[src/rrq_pkg.sv]
// Package of types, codes and field positions for the round-robin ready queue
`timescale 1ns / 1ps
`default_nettype none

package rrq_pkg;

    // Default sizes handed to the top level parameters
    localparam int NUM_THREADS_DEF = 64;
    localparam int NUM_CORES_DEF   = 4;

    // Field widths of the item and result
    localparam int FUNC_W       = 3;
    localparam int CORE_FIELD_W = 2;
    localparam int TID_W        = 6;
    localparam int TIME_W       = 64;
    localparam int MASK_W       = 4;

    localparam int S_TDATA_W = 80;
    localparam int M_TDATA_W = 80;

    // Input item layout, lowest bit first
    localparam int IN_FUNC_LSB = 0;
    localparam int IN_CORE_LSB = 3;
    localparam int IN_TID_LSB  = 5;
    localparam int IN_NOW_LSB  = 11;

    // Result item layout, lowest bit first
    localparam int OUT_ACC_LSB   = 0;
    localparam int OUT_SEL_T_LSB = 1;
    localparam int OUT_SEL_V_LSB = 7;
    localparam int OUT_OUT_T_LSB = 8;
    localparam int OUT_OUT_V_LSB = 14;
    localparam int OUT_TIME_LSB  = 15;
    localparam int OUT_EMPTY_LSB = 79;

    // Operation codes
    localparam logic [FUNC_W-1:0] FUNC_ENQUEUE  = 3'd0;
    localparam logic [FUNC_W-1:0] FUNC_REMOVE   = 3'd1;
    localparam logic [FUNC_W-1:0] FUNC_SCHEDULE = 3'd2;
    localparam logic [FUNC_W-1:0] FUNC_SWITCH   = 3'd3;
    localparam logic [FUNC_W-1:0] FUNC_VACATE   = 3'd4;

    typedef enum logic [2:0] {
        ST_IDLE,
        ST_DECODE,
        ST_CHARGE_WR,
        ST_POP_RD,
        ST_POP_WR,
        ST_UNLINK_WR,
        ST_VACATE,
        ST_FINISH
    } rrq_state_t;

    // Strobes from the controller to the datapath
    typedef struct packed {
        logic latch;          // capture the input item, clear the result
        logic set_acc;        // mark the item as taking effect
        logic enqueue;        // push the item's thread at the tail
        logic unlink_rd_tid;  // read the links of the item's thread
        logic unlink_rd_head; // read the links of the queue head
        logic unlink_wr;      // unlink the thread whose links were read
        logic time_rd;        // read the current thread's run time, form the delta
        logic charge_wr;      // charge and requeue the current thread
        logic set_start;      // restart the core's time slice at now
        logic load_switch;    // make the item's thread current
        logic pop_to_core;    // make the unlinked head current
        logic clear_core;     // leave the core without a thread
        logic vacate_wr;      // report and clear the core's thread
        logic load_out;       // move the result into the output register
    } rrq_cmd_t;

    // Status from the datapath to the controller
    typedef struct packed {
        logic [FUNC_W-1:0] func;
        logic              tid_ok;
        logic              tid_queued;
        logic              core_ok;
        logic              core_en;
        logic              cur_valid;
        logic              q_valid;
        logic              out_free;
    } rrq_status_t;

endpackage

`default_nettype wire

[src/rrq_ctrl.sv]
// Controller state machine that sequences each queue operation
`timescale 1ns / 1ps
`default_nettype none

module rrq_ctrl
    import rrq_pkg::*;
(
    input  wire logic        aclk,
    input  wire logic        aresetn,
    input  wire logic        s_tvalid,
    output logic             s_tready,
    input  wire rrq_status_t sts,
    output rrq_cmd_t         cmd
);

    rrq_state_t state_reg;
    rrq_state_t state_next;

    // State register
    always_ff @(posedge aclk) begin
        if (!aresetn) begin
            state_reg <= ST_IDLE;
        end else begin
            state_reg <= state_next;
        end
    end

    // Take items only between operations
    assign s_tready = (state_reg == ST_IDLE);

    // Next state and command strobes
    always_comb begin
        state_next = state_reg;
        cmd        = '0;
        unique case (state_reg)
            ST_IDLE: begin
                if (s_tvalid) begin
                    cmd.latch  = 1'b1;
                    state_next = ST_DECODE;
                end
            end
            ST_DECODE: begin
                state_next = ST_FINISH;
                unique case (sts.func)
                    FUNC_ENQUEUE: begin
                        if (sts.tid_ok && !sts.tid_queued) begin
                            cmd.set_acc = 1'b1;
                            cmd.enqueue = 1'b1;
                        end
                    end
                    FUNC_REMOVE: begin
                        if (sts.tid_ok && sts.tid_queued) begin
                            cmd.set_acc       = 1'b1;
                            cmd.unlink_rd_tid = 1'b1;
                            state_next        = ST_UNLINK_WR;
                        end
                    end
                    FUNC_SCHEDULE: begin
                        if (sts.core_ok && sts.core_en) begin
                            cmd.set_acc = 1'b1;
                            if (sts.cur_valid) begin
                                cmd.time_rd = 1'b1;
                                state_next  = ST_CHARGE_WR;
                            end else begin
                                cmd.set_start = 1'b1;
                                state_next    = ST_POP_RD;
                            end
                        end
                    end
                    FUNC_SWITCH: begin
                        if (sts.core_ok && sts.tid_ok) begin
                            cmd.set_acc = 1'b1;
                            if (sts.cur_valid) begin
                                cmd.time_rd = 1'b1;
                                state_next  = ST_CHARGE_WR;
                            end else begin
                                cmd.set_start   = 1'b1;
                                cmd.load_switch = 1'b1;
                            end
                        end
                    end
                    FUNC_VACATE: begin
                        if (sts.core_ok) begin
                            cmd.set_acc = 1'b1;
                            cmd.time_rd = 1'b1;
                            state_next  = ST_VACATE;
                        end
                    end
                    default: begin
                    end
                endcase
            end
            ST_CHARGE_WR: begin
                cmd.charge_wr = 1'b1;
                cmd.set_start = 1'b1;
                if (sts.func == FUNC_SWITCH) begin
                    cmd.load_switch = 1'b1;
                    state_next      = ST_FINISH;
                end else begin
                    state_next = ST_POP_RD;
                end
            end
            ST_POP_RD: begin
                if (sts.q_valid) begin
                    cmd.unlink_rd_head = 1'b1;
                    state_next         = ST_POP_WR;
                end else begin
                    cmd.clear_core = 1'b1;
                    state_next     = ST_FINISH;
                end
            end
            ST_POP_WR: begin
                cmd.unlink_wr   = 1'b1;
                cmd.pop_to_core = 1'b1;
                state_next      = ST_FINISH;
            end
            ST_UNLINK_WR: begin
                cmd.unlink_wr = 1'b1;
                state_next    = ST_FINISH;
            end
            ST_VACATE: begin
                cmd.vacate_wr = 1'b1;
                state_next    = ST_FINISH;
            end
            ST_FINISH: begin
                if (sts.out_free) begin
                    cmd.load_out = 1'b1;
                    state_next   = ST_IDLE;
                end
            end
            default: begin
                state_next = ST_IDLE;
            end
        endcase
    end

endmodule

`default_nettype wire

[config.mk]
export PLATFORM = sky130hd
export DESIGN_NAME = rrq_ctrl
export DESIGN_NICKNAME = d
export VERILOG_FILES = /design/src/rrq_pkg.sv /design/src/rrq_ctrl.sv
export SDC_FILE = /design/constraint.sdc
export NUM_CORES = 1
export LEC_CHECK = 0
export CAP_MARGIN = 20
export CORE_AREA = 2 2 39 41
export DETAILED_ROUTE_END_ITERATION = 6
export DIE_AREA = 0 0 41 43
export DONT_BUFFER_PORTS = 1
export GPL_TIMING_DRIVEN = 1
export PLACE_DENSITY_LB_ADDON = 0.3
export SLEW_MARGIN = 20
export SYNTH_ARGS = -nofsm -noshare
export SYNTH_HDL_FRONTEND = slang
export SYNTH_SLANG_ARGS = --single-unit
[constraint.sdc]
create_clock -name aclk -period 1.7 [get_ports aclk]
set_clock_uncertainty 0.05 [all_clocks]
set_input_delay 0.085 -clock aclk [delete_from_list [all_inputs] [get_ports aclk]]
set_output_delay 0.085 -clock aclk [all_outputs]
set_load 0.01 [all_outputs]
**Word-level counts from Yosys, hierarchy flattened**

Index checks and enable logic that the tools add are counted.

- Output and inout bits: 15
- Register bits after elaboration: 3
- Bits of input ports: 13
- Word-level logic and storage cells: 70

- Equality and inequality tests: 13
- Mux-type cells: 46
- Reductions and logical operators: 10

Operator list:

| kind | count |
|---|---|
| two-way mux 1 bit | 28 |
| two-way mux 3 bit | 7 |
| case mux 3 bit (6 select lines) | 1 |
| == test 3 bit, second input constant | 5 |
| == test 3 x 2 -> 1 bit, second input constant | 4 |
| case mux 3 bit (4 select lines) | 1 |
| two-way mux 2 bit | 5 |
| == test 3 x 1 -> 1 bit, second input constant | 2 |
| zero test 3 bit | 2 |
| case mux 1 bit (5 select lines) | 1 |
| logical AND 1 bit | 4 |
| != test 2 bit, second input constant | 2 |
| case mux 2 bit (2 select lines) | 1 |
| case mux 1 bit (3 select lines) | 1 |
| OR reduction 3 bit | 1 |
| case mux 1 bit (2 select lines) | 1 |
| AND reduction 2 bit | 1 |
| OR reduction 2 bit | 1 |
| zero test 1 bit | 1 |

**Logic depth before layout (Yosys ltp)**

Gate-level depths: netlist (run 1).

- Depth after elaboration: 5
- Mapped depth: 4

**Least setup slack after synthesis (run 1)**

OpenSTA, ideal clock, no wires.

- Kind: reg-to-output
- From: register state_reg[2]
- To: output cmd[4] (netlist name)
- Arrival: 1.225 ns
- Cell stages (with the launch flop): 4
- Setup slack: 0.340 ns
- Required time: 1.565 ns
- Cells stage by stage: dfxtp_1 > or3b_1 > buf_6 > o41ai_2

RTL lines:

| item | RTL line | source |
|---|---|---|
| from (decl) | rrq_ctrl.sv:16 | `rrq_state_t state_reg;` |
| from (signal assigned) | rrq_ctrl.sv:24 | `state_reg <= state_next;` |
| to (decl) | rrq_ctrl.sv:13 | `output rrq_cmd_t cmd` |

==> results.tsv, run 1 <==
stage	metric	value	unit
status	outcome	finished clean	
floorplan	top-level I/O count	28	
worst_setup_path	FF-to-FF Start	state_reg[2]$_SDFFE_PN0P_	
timing	Max-slew headroom	73.0	%
placed_design	Placement Setup Slack	291	ps
timing	min setup slack post-route	71.1	ps
worst_setup_path	Setup Crit Path Kind	flop to primary output	
logic_synthesis	EDFF count, synth	0	
placed_design	DP HPWL	906	um
timing	crit share post-route	95.8	%
cells_and_area	Final nets	79	
worst_setup_path	Data required, critical path	1560	ps
logic_synthesis	share of the synthesized area in the top cell type	13.4	%
timing	Fin. Hold Viols	0	
logic_synthesis	library cells used by synthesis	41	
power	PnR Total Power	722	uW
worst_setup_path	Setup crit end kind	primary output	
logic_synthesis	post-synthesis xor/xnor area fraction	1.95	%
global_route	Tot GR Track Use	15.2	%
power	Max VDD drop	447	uV
min_path	hold depth	2	
cells_and_area	layout cell share with drive strength beyond 1	20.0	%
min_path	class of the worst hold path	input port to flop	
logic_synthesis	combinational family with the most area after synthesis	simple AND/OR/NAND/NOR gates	
logic_synthesis	syn_nets	72	
min_path	Hold Startpoint	s_tvalid	
detailed_routing	Detail Route Antenna Nets	0	
power	PwrDens	1360	nW/um2
timing	hold slack	9.51	ps
logic_synthesis	Synth Area in Simple Gates	41.5	%
timing	final setup violation count	0	
cells_and_area	Layout area overhead	18.4	%
detailed_routing	drt pass-1 iters	4	
worst_setup_path	type of origin of the critical path	flop	
detailed_routing	Vias/cell	6.12	
floorplan	initial cell density of the core	32.5	%
logic_synthesis	dominant synthesized flop cell	dfxtp_1	
detailed_routing	via count	496	
cells_and_area	Fill cells	146	
worst_setup_path	CP cell instances	or3b_1 > o31ai_1 > buf_4	
timing	setup_tns	0	ps
detailed_routing	Routed WL	1.17	mm
global_route	first-pass GRT wire length	1.81	mm
cells_and_area	max FFs per register	3	
worst_setup_path	r2r worst-path depth	2	
detailed_routing	routed len/inst	14.4	um
global_route	global route overflow	0	
logic_synthesis	area share of fa/ha/maj cells after synthesis	0	%
logic_synthesis	synthesized area	449	um2
global_route	vias in the first global route	416	
floorplan	Core Area	1380	um2
detailed_routing	Remaining DRCs	0	
timing	f_max	0.614	GHz
clock_network	clk sinks	3	
logic_synthesis	Post-Synthesis Cells	59	
clock_network	worst skew pair latency	240	ps
timing	RSZ-0062 raised after global routing	no	
global_route	largest net degree at the start of global routing	13	
logic_synthesis	Async SR Flop Fraction	0	%
timing	fin. max-slew vios	0	
logic_synthesis	yosys warns	0	
logic_synthesis	Synth area leaders	dfxtp_1 (13%), and3_1 (4.2%), a41oi_1 (3.9%)	
clock_network	H-tree depth	1	
logic_synthesis	mux share of post-synthesis cell area	5.01	%
worst_setup_path	r2r endpoint	state_reg[2]$_SDFFE_PN0P_	
run	Max Cap Viol	0	
floorplan	die area	1760	um2
clock_network	CTS tree	done	
power	Lkg Pwr	0.000230	uW
global_route	initial antenna violation count	0	
floorplan	Die Y	43	um
clock_network	clock root buffer	clkbuf_4	
clock_network	Worst-path clk slew	40	ps
logic_synthesis	synthesized flop and latch total	3	
worst_setup_path	critical path fanouts, max	8	
worst_setup_path	Worst path slowest cell	or3b_1	
logic_synthesis	cell taking the most area after synthesis	dfxtp_1	
min_path	WHS Endpoint	state_reg[0]$_SDFFE_PN0P_	
floorplan	Std-Cell Rows	14	
floorplan	Die W	41	um
detailed_routing	DRT iter0 DRCs	7	
logic_synthesis	count leader, synth	nor2_1	
placed_design	gp weighted congestion	0.664	
clock_network	CTS max path bufs	2	
logic_synthesis	Compound-Gate Fraction of Synth Area	28.1	%
cells_and_area	n_diodes	0	
logic_synthesis	Mapped Avg Cell Area	7.61	um2
clock_network	number of buffers created by CTS	3	
placed_design	IO Port Bufs	0	
worst_setup_path	critical path arrival	1490	ps
timing	crit path time final	1630	ps
worst_setup_path	FF-to-FF setup slack	410	ps
worst_setup_path	Crit path largest cell delay	530	ps
logic_synthesis	register area share after synthesis	13.4	%
timing	Slew @ Worst Pin	404	ps
clock_network	postcts setup bufs	0	
[per-layer routing]
metal | part of all wire, % | vias up | routed length (um) | track usage [%]
met5 | 0 | - | 0 | 0
met4 | 1.4 | 0 | 16 | 10.0
met3 | 8.6 | 2 | 101 | 6.28
met2 | 49 | 26 | 569 | 20.6
met1 | 41 | 225 | 482 | 18.6
li1 | - | 243 | - | -
[logic make-up (layout without fill, tap and decap cells)]
group / Yosys count / count (layout)
buf+inv: 9 / 15
simple gates: 29 / 29
xor+xnor: 1 / 1
flops: 3 / 3
compound gates: 15 / 15
mux: 2 / 2
[area by class of cell]
class	instances	area, um2	share of cell area, %
sequential	3	60.1	11.3
tap	16	20.0	3.76
inverter	4	15.0	2.82
multi-input combinational	47	355	66.8
timing repair buffer	7	55.1	10.4
clock buffer	4	26.3	4.94
[worst max-delay path by stage]
| stage | start | endpoint | slack [ps] | cells past startpoint |
|---|---|---|---|---|
| floorplan | state_reg[2]$_SDFFE_PN0P_ | cmd[4] | 340 | 3 |
| global placement | state_reg[2]$_SDFFE_PN0P_ | cmd[4] | 290 | 2 |
| detailed placement | state_reg[2]$_SDFFE_PN0P_ | cmd[4] | 290 | 2 |
| CTS | state_reg[2]$_SDFFE_PN0P_ | cmd[4] | 30 | 2 |
| global route | state_reg[2]$_SDFFE_PN0P_ | cmd[5] | 10 | 3 |
| finish | state_reg[2]$_SDFFE_PN0P_ | cmd[5] | 70 | 3 |
[cell usage in the layout, fill, tap and decap left out, types with 2 or more instances in the layout]
cell type / n
clkbuf_4: 3
nand3_1: 3
dfxtp_1: 3
nand2_1: 3
buf_4: 6
nor2b_1: 2
and3_1: 3
inv_1: 3
a41oi_1: 2
nor2_1: 4
nor3_1: 2
[worst max-delay path: cells and delay by family (launching register included)]
kind | cells | cell delay [ps]
AOI/OAI and AO/OA | 1 | 280
buffers and inverters | 1 | 160
DFF | 1 | 290
and+or+nand+nor | 1 | 530
[what timing repair did]
| item | 4_1_cts | 5_1_grt |
|---|---|---|
| resized for setup | 0 | 1 |
| hold buffers | 1 | 0 |
| endpoints found under the hold margin | 3 | 0 |
| setup endpoints to repair | 0 | 1 |
[per-stage QoR]
step	instances	area, um2	util (%)
2_1_floorplan	59	449	-
3_3_place_gp	76	484	35.0
3_5_place_dp	76	484	35.0
4_1_cts	81	520	37.6
5_1_grt	81	532	38.4
6_report	81	532	38.4
[power by group]
part	switching [uW]	internal, uW	leakage, uW
Sequential	11.7	105	0.0000251
Clock	40.0	88.2	0.0000150
Combinational	271	206	0.000190
Note: power is estimated with default switching activity, not from simulation.
==> run 2, diff against run 1 <==
--- a/config.mk
+++ b/config.mk
@@ -7,11 +7,10 @@
 export LEC_CHECK = 0
 export CAP_MARGIN = 20
 export CORE_AREA = 2 2 39 41
+export CTS_BUF_LIST = sky130_fd_sc_hd__clkbuf_8 sky130_fd_sc_hd__clkbuf_16
 export DETAILED_ROUTE_END_ITERATION = 6
 export DIE_AREA = 0 0 41 43
 export DONT_BUFFER_PORTS = 1
-export GPL_TIMING_DRIVEN = 1
-export PLACE_DENSITY_LB_ADDON = 0.3
 export SLEW_MARGIN = 20
 export SYNTH_ARGS = -nofsm -noshare
 export SYNTH_HDL_FRONTEND = slang
==> run 2 against run 1 <==
Register-to-register slack barely moved. Worst setup slack improved by 85 ps. Largest cell class unchanged. Combinational power rose by 2%. Global-route usage rose by 0.19 points. Highest routed layer unchanged. Cell count did not move. Die area did not move. First-iteration DRC count fell by 14%. Clock-buffer cell count fell by 1. Clock power rose by 56%. Non-clock buffer count did not move.
==> results.tsv, run 2 (same netlist as run 1, synthesis figures left out) <==
stage	metric	value	unit	change
timing	fin. max-slew vios	0		unchanged
global_route	GR Util met2	19.4	%	was 20.6%
cells_and_area	most frequent cells in the layout	buf_4 (6), inv_1 (4), nor2_1 (4)		was buf_4 (6), nor2_1 (4)
worst_setup_path	critical path fanouts, max	12		was 8
power	Max VDD drop	531	uV	was 447 uV
status	outcome	finished clean		unchanged
global_route	first-pass GRT wire length	1.85	mm	was 1.81 mm
cells_and_area	final design utilization	39.2	%	was 38.4%
power	PwrDens	1490	nW/um2	was 1360 nW/um2
global_route	grt met3 use	4.71	%	was 6.28%
timing	f_max	0.648	GHz	was 0.614 GHz
global_route	gr busiest metal	met1		was met2
floorplan	Core Area	1380	um2	unchanged
worst_setup_path	FF-to-FF Start	state_reg[2]$_SDFFE_PN0P_		unchanged
placed_design	post-placement cell area	484	um2	unchanged
timing	crit share post-route	90.8	%	was 95.8%
clock_network	number of buffers created by CTS	3		unchanged
timing	Max-slew headroom	72.1	%	was 73.0%
power	Lkg Pwr	0.000223	uW	was 0.000230 uW
worst_setup_path	FF-to-FF setup slack	400	ps	was 410 ps
placed_design	IO Port Bufs	0		unchanged
min_path	Hold Startpoint	aresetn		was s_tvalid
worst_setup_path	critical path arrival	1410	ps	was 1490 ps
floorplan	Std-Cell Rows	14		unchanged
floorplan	top-level I/O count	28		unchanged
cells_and_area	commonest non-fill, non-tap cell in the layout	buf_4		unchanged
min_path	WHS Endpoint	state_reg[2]$_SDFFE_PN0P_		was state_reg[0]$_SDFFE_PN0P_
cells_and_area	Finished Cell Area	542	um2	was 532 um2
detailed_routing	Vias/cell	5.86		was 6.12
timing	setup_tns	0	ps	unchanged
min_path	hold depth	2		unchanged
clock_network	CTS tree	done		unchanged
cells_and_area	max FFs per register	3		unchanged
detailed_routing	via count	475		was 496
timing	hold slack	4.59	ps	was 9.51 ps
global_route	vias in the first global route	417		was 416
detailed_routing	Remaining DRCs	0		unchanged
cells_and_area	Layout area overhead	20.6	%	was 18.4%
global_route	GR Util met1	22.4	%	was 18.6%
detailed_routing	drt pass-1 iters	4		unchanged
timing	min setup slack post-route	156	ps	was 71.1 ps
timing	crit path time final	1540	ps	was 1630 ps
worst_setup_path	type of origin of the critical path	flop		unchanged
clock_network	H-tree depth	1		unchanged
cells_and_area	n_diodes	0		unchanged
floorplan	initial cell density of the core	32.5	%	unchanged
timing	Fin. Hold Viols	0		unchanged
min_path	class of the worst hold path	input port to flop		unchanged
placed_design	gp weighted congestion	0.738		was 0.664
global_route	Tot GR Track Use	15.3	%	was 15.2%
worst_setup_path	Setup crit end kind	primary output		unchanged
detailed_routing	Detail Route Antenna Nets	0		unchanged
placed_design	Placement Setup Slack	279	ps	was 291 ps
cells_and_area	Final nets	79		unchanged
clock_network	clk sinks	3		unchanged
floorplan	die area	1760	um2	unchanged
run	Max Cap Viol	0		unchanged
floorplan	Die W	41	um	unchanged
clock_network	postcts setup bufs	0		unchanged
global_route	global route overflow	0		unchanged
global_route	initial antenna violation count	0		unchanged
detailed_routing	routed len/inst	14.3	um	was 14.4 um
detailed_routing	DRT iter0 DRCs	6		was 7
clock_network	clock root buffer	clkbuf_8		was clkbuf_4
clock_network	Worst-path clk slew	30	ps	was 40 ps
worst_setup_path	Setup Crit Path Kind	flop to primary output		unchanged
cells_and_area	layout cell share with drive strength beyond 1	21.5	%	was 20.0%
worst_setup_path	Data required, critical path	1560	ps	about the same
cells_and_area	Fill cells	154		was 146
timing	Slew @ Worst Pin	416	ps	was 404 ps
clock_network	worst skew pair latency	210	ps	was 240 ps
worst_setup_path	r2r worst-path depth	4		was 2
detailed_routing	Routed WL	1.16	mm	was 1.17 mm
floorplan	Die Y	43	um	unchanged
timing	final setup violation count	0		unchanged
clock_network	CTS max path bufs	2		unchanged
timing	RSZ-0062 raised after global routing	no		unchanged
worst_setup_path	r2r endpoint	state_reg[0]$_SDFFE_PN0P_		was state_reg[2]$_SDFFE_PN0P_
global_route	largest net degree at the start of global routing	13		unchanged
placed_design	DP HPWL	877	um	was 906 um
run 2: cell count changes in the layout (fill, tap and decap cells not counted), sizes merged:
cell / change
clkbuf: -1
inv: +1
run 2: where the power goes:
part / switching (uW) / total, uW / leakage (uW) / internal, uW
clock network: 46.3 / 200 / 0.0000269 / 154
logic: 271 / 487 / 0.000171 / 216
registers: 14.7 / 120 / 0.0000251 / 106
run 2: metrics by stage:
stage	cells	power, uW
finish	81	807
global placement	76	590
floorplan	59	493
detailed placement	76	592
CTS	81	800
global route	81	870
run 2: worst max path at each step:
stage | startpoint | to | slack (ps)
global placement | state_reg[2]$_SDFFE_PN0P_ | cmd[4] | 300
finish | state_reg[1]$_SDFFE_PN0P_ | cmd[5] | 160
global route | state_reg[1]$_SDFFE_PN0P_ | cmd[5] | 20
CTS | state_reg[2]$_SDFFE_PN0P_ | cmd[4] | 60
floorplan | state_reg[2]$_SDFFE_PN0P_ | cmd[4] | 340
detailed placement | state_reg[2]$_SDFFE_PN0P_ | cmd[4] | 280
run 2: cell type report:
cell class              count  area [um2]  area share, %
multi-input cells          47         347           64.0
inverters                   4        15.0           2.77
clock inverters             1        3.75          0.693
repair buffers              7        55.1           10.2
well taps                  16        20.0           3.70
clock buffers               3        41.3           7.62
flip-flops and latches      3        60.1           11.1
run 2: metal layers:
layer	vias to the layer above	wire (um)
met5	-	0
met4	0	13
met3	2	115
met2	25	492
met1	209	541
li1	239	-
run 2: what timing repair did:
item,in CTS,in global routing
hold buffers,1,0
resized for setup,0,1
endpoints found under the hold margin,3,0
endpoints found under the setup margin,0,1
run 2: critical path, stage by stage, from the launching register on:
cell and delay [ps]:
dfxtp_1 320, buf_4 170, nor3b_2 400, inv_1 80
o31ai_1 80, buf_4 160
==> run 3, diff against run 2 <==
--- a/config.mk
+++ b/config.mk
@@ -11,6 +11,7 @@
 export DETAILED_ROUTE_END_ITERATION = 6
 export DIE_AREA = 0 0 41 43
 export DONT_BUFFER_PORTS = 1
+export PLACE_DENSITY_LB_ADDON = 0.15
 export SLEW_MARGIN = 20
 export SYNTH_ARGS = -nofsm -noshare
 export SYNTH_HDL_FRONTEND = slang
==> run 3 against run 2 <==
Power increased by 0.18%. Clock power about the same. Worst hold slack improved by 24 ps. Via count increased by 1.9%. Sequential share of layout area unchanged. Register-to-register slack improved by 40 ps. Critical path depth decreased by 3. Utilization unchanged. Die area unchanged. Sequential power about the same. Cell count unchanged. Highest routed layer unchanged.
==> results.tsv, run 3 (same netlist as run 1, synthesis figures left out) <==
stage	metric	value	unit	change
floorplan	top-level I/O count	28		unchanged
power	Max VDD drop	497	uV	was 531 uV
clock_network	clock root buffer	clkbuf_8		unchanged
placed_design	placed cells	76		unchanged
clock_network	clk sinks	3		unchanged
timing	setup_tns	0	ps	unchanged
status	outcome	finished clean		unchanged
global_route	vias in the first global route	406		was 417
cells_and_area	Layout area overhead	20.6	%	unchanged
worst_setup_path	type of origin of the critical path	flop		unchanged
clock_network	postcts setup bufs	0		unchanged
floorplan	Die W	41	um	unchanged
run	Max Cap Viol	0		unchanged
detailed_routing	Routed WL	1.24	mm	was 1.16 mm
min_path	hold depth	2		unchanged
timing	f_max	0.647	GHz	was 0.648 GHz
detailed_routing	Remaining DRCs	0		unchanged
floorplan	Core Area	1380	um2	unchanged
min_path	class of the worst hold path	input port to flop		unchanged
clock_network	Worst-path clk slew	30	ps	about the same
cells_and_area	layout cell share with drive strength beyond 1	21.5	%	unchanged
global_route	largest net degree at the start of global routing	13		unchanged
clock_network	CTS max path bufs	2		unchanged
detailed_routing	Vias/cell	5.98		was 5.86
worst_setup_path	Setup crit end kind	primary output		unchanged
timing	fin. max-slew vios	0		unchanged
worst_setup_path	Setup Crit Path Kind	flop to primary output		unchanged
worst_setup_path	critical path arrival	1410	ps	about the same
clock_network	H-tree depth	1		unchanged
floorplan	initial cell density of the core	32.5	%	unchanged
min_path	Hold Startpoint	s_tvalid		was aresetn
detailed_routing	Detail Route Antenna Nets	0		unchanged
cells_and_area	final design utilization	39.2	%	unchanged
power	PwrDens	1490	nW/um2	about the same
min_path	WHS Endpoint	state_reg[0]$_SDFFE_PN0P_		was state_reg[2]$_SDFFE_PN0P_
clock_network	CTS tree	done		unchanged
timing	RSZ-0062 raised after global routing	no		unchanged
cells_and_area	n_diodes	0		unchanged
worst_setup_path	critical path fanouts, max	8		was 12
detailed_routing	drt pass-1 iters	4		unchanged
timing	crit share post-route	90.9	%	was 90.8%
worst_setup_path	Data required, critical path	1560	ps	about the same
global_route	initial antenna violation count	0		unchanged
floorplan	die area	1760	um2	unchanged
detailed_routing	routed len/inst	15.3	um	was 14.3 um
cells_and_area	most frequent cells in the layout	buf_4 (6), inv_1 (4), nor2_1 (4)		unchanged
global_route	Tot GR Track Use	15.4	%	was 15.3%
worst_setup_path	r2r endpoint	state_reg[2]$_SDFFE_PN0P_		was state_reg[0]$_SDFFE_PN0P_
timing	Fin. Hold Viols	0		unchanged
detailed_routing	DRT iter0 DRCs	20		was 6
placed_design	gp weighted congestion	0.697		was 0.738
timing	crit path time final	1540	ps	about the same
timing	Slew @ Worst Pin	430	ps	was 416 ps
worst_setup_path	r2r worst-path depth	4		unchanged
floorplan	Std-Cell Rows	14		unchanged
clock_network	worst skew pair latency	220	ps	was 210 ps
cells_and_area	max FFs per register	3		unchanged
cells_and_area	commonest non-fill, non-tap cell in the layout	buf_4		unchanged
global_route	global route overflow	0		unchanged
worst_setup_path	FF-to-FF setup slack	440	ps	was 400 ps
detailed_routing	via count	484		was 475
floorplan	Die Y	43	um	unchanged
clock_network	number of buffers created by CTS	3		unchanged
global_route	first-pass GRT wire length	1.79	mm	was 1.85 mm
cells_and_area	Layout Cells excl Fill	81		unchanged
placed_design	DP HPWL	937	um	was 877 um
timing	final setup violation count	0		unchanged
timing	Max-slew headroom	71.0	%	was 72.1%
power	Lkg Pwr	0.000223	uW	unchanged
cells_and_area	Final nets	79		unchanged
worst_setup_path	FF-to-FF Start	state_reg[1]$_SDFFE_PN0P_		was state_reg[2]$_SDFFE_PN0P_
cells_and_area	Fill cells	151		was 154
placed_design	IO Port Bufs	0		unchanged
## run 3: through the flow
step	setup slack, ps	instance area, um2	hold WS, ps	total power [uW]
final	155	542	28.2	809
after global routing	25.8	542	55.2	875
after CTS	62.1	539	30.1	802
after detailed placement	296	484	181	591
after global placement	305	484	181	593
after floorplan	340	449	166	493
## run 3: area by class of cell
class                           instances  area, um2  area share, %
Multi-Input combinational cell         47        347           64.0
Sequential cell                         3       60.1           11.1
Timing Repair Buffer                    7       55.1           10.2
Clock buffer                            3       41.3           7.62
Tap cell                               16       20.0           3.70
Inverter                                4       15.0           2.77
Clock inverter                          1       3.75          0.693
## run 3: how the worst max path moves through the flow
stage / from / to / cells past startpoint
floorplan: state_reg[2]$_SDFFE_PN0P_ / cmd[4] / 3
global placement: state_reg[2]$_SDFFE_PN0P_ / cmd[4] / 2
detailed placement: state_reg[2]$_SDFFE_PN0P_ / cmd[4] / 2
CTS: state_reg[2]$_SDFFE_PN0P_ / cmd[4] / 2
global route: state_reg[1]$_SDFFE_PN0P_ / cmd[5] / 5
finish: state_reg[2]$_SDFFE_PN0P_ / cmd[4] / 2
## run 3: power by group
group	leakage, uW	total [uW]	switching (uW)	internal (uW)
registers	0.0000251	121	15.9	106
logic	0.000171	484	268	216
clock network	0.0000269	203	49.5	154
## run 3: repair_timing
action,in CTS,in global routing
endpoints found under the hold margin,3,0
hold buffers,1,0
setup endpoints to repair,0,1
resized for setup,0,1
## run 3: worst max-delay path, cell delays in order, from the launching register on
cell	delay (ps)
dfxtp_1	300
or3b_4	450
o41ai_2	440
## run 3: per-layer routing
metal,GRT usage (%),up-vias,wire length [um]
met5,0,-,0
met3,4.19,2,138
met4,10.0,0,17
li1,-,239,-
met2,21.9,28,623
met1,19.3,215,460
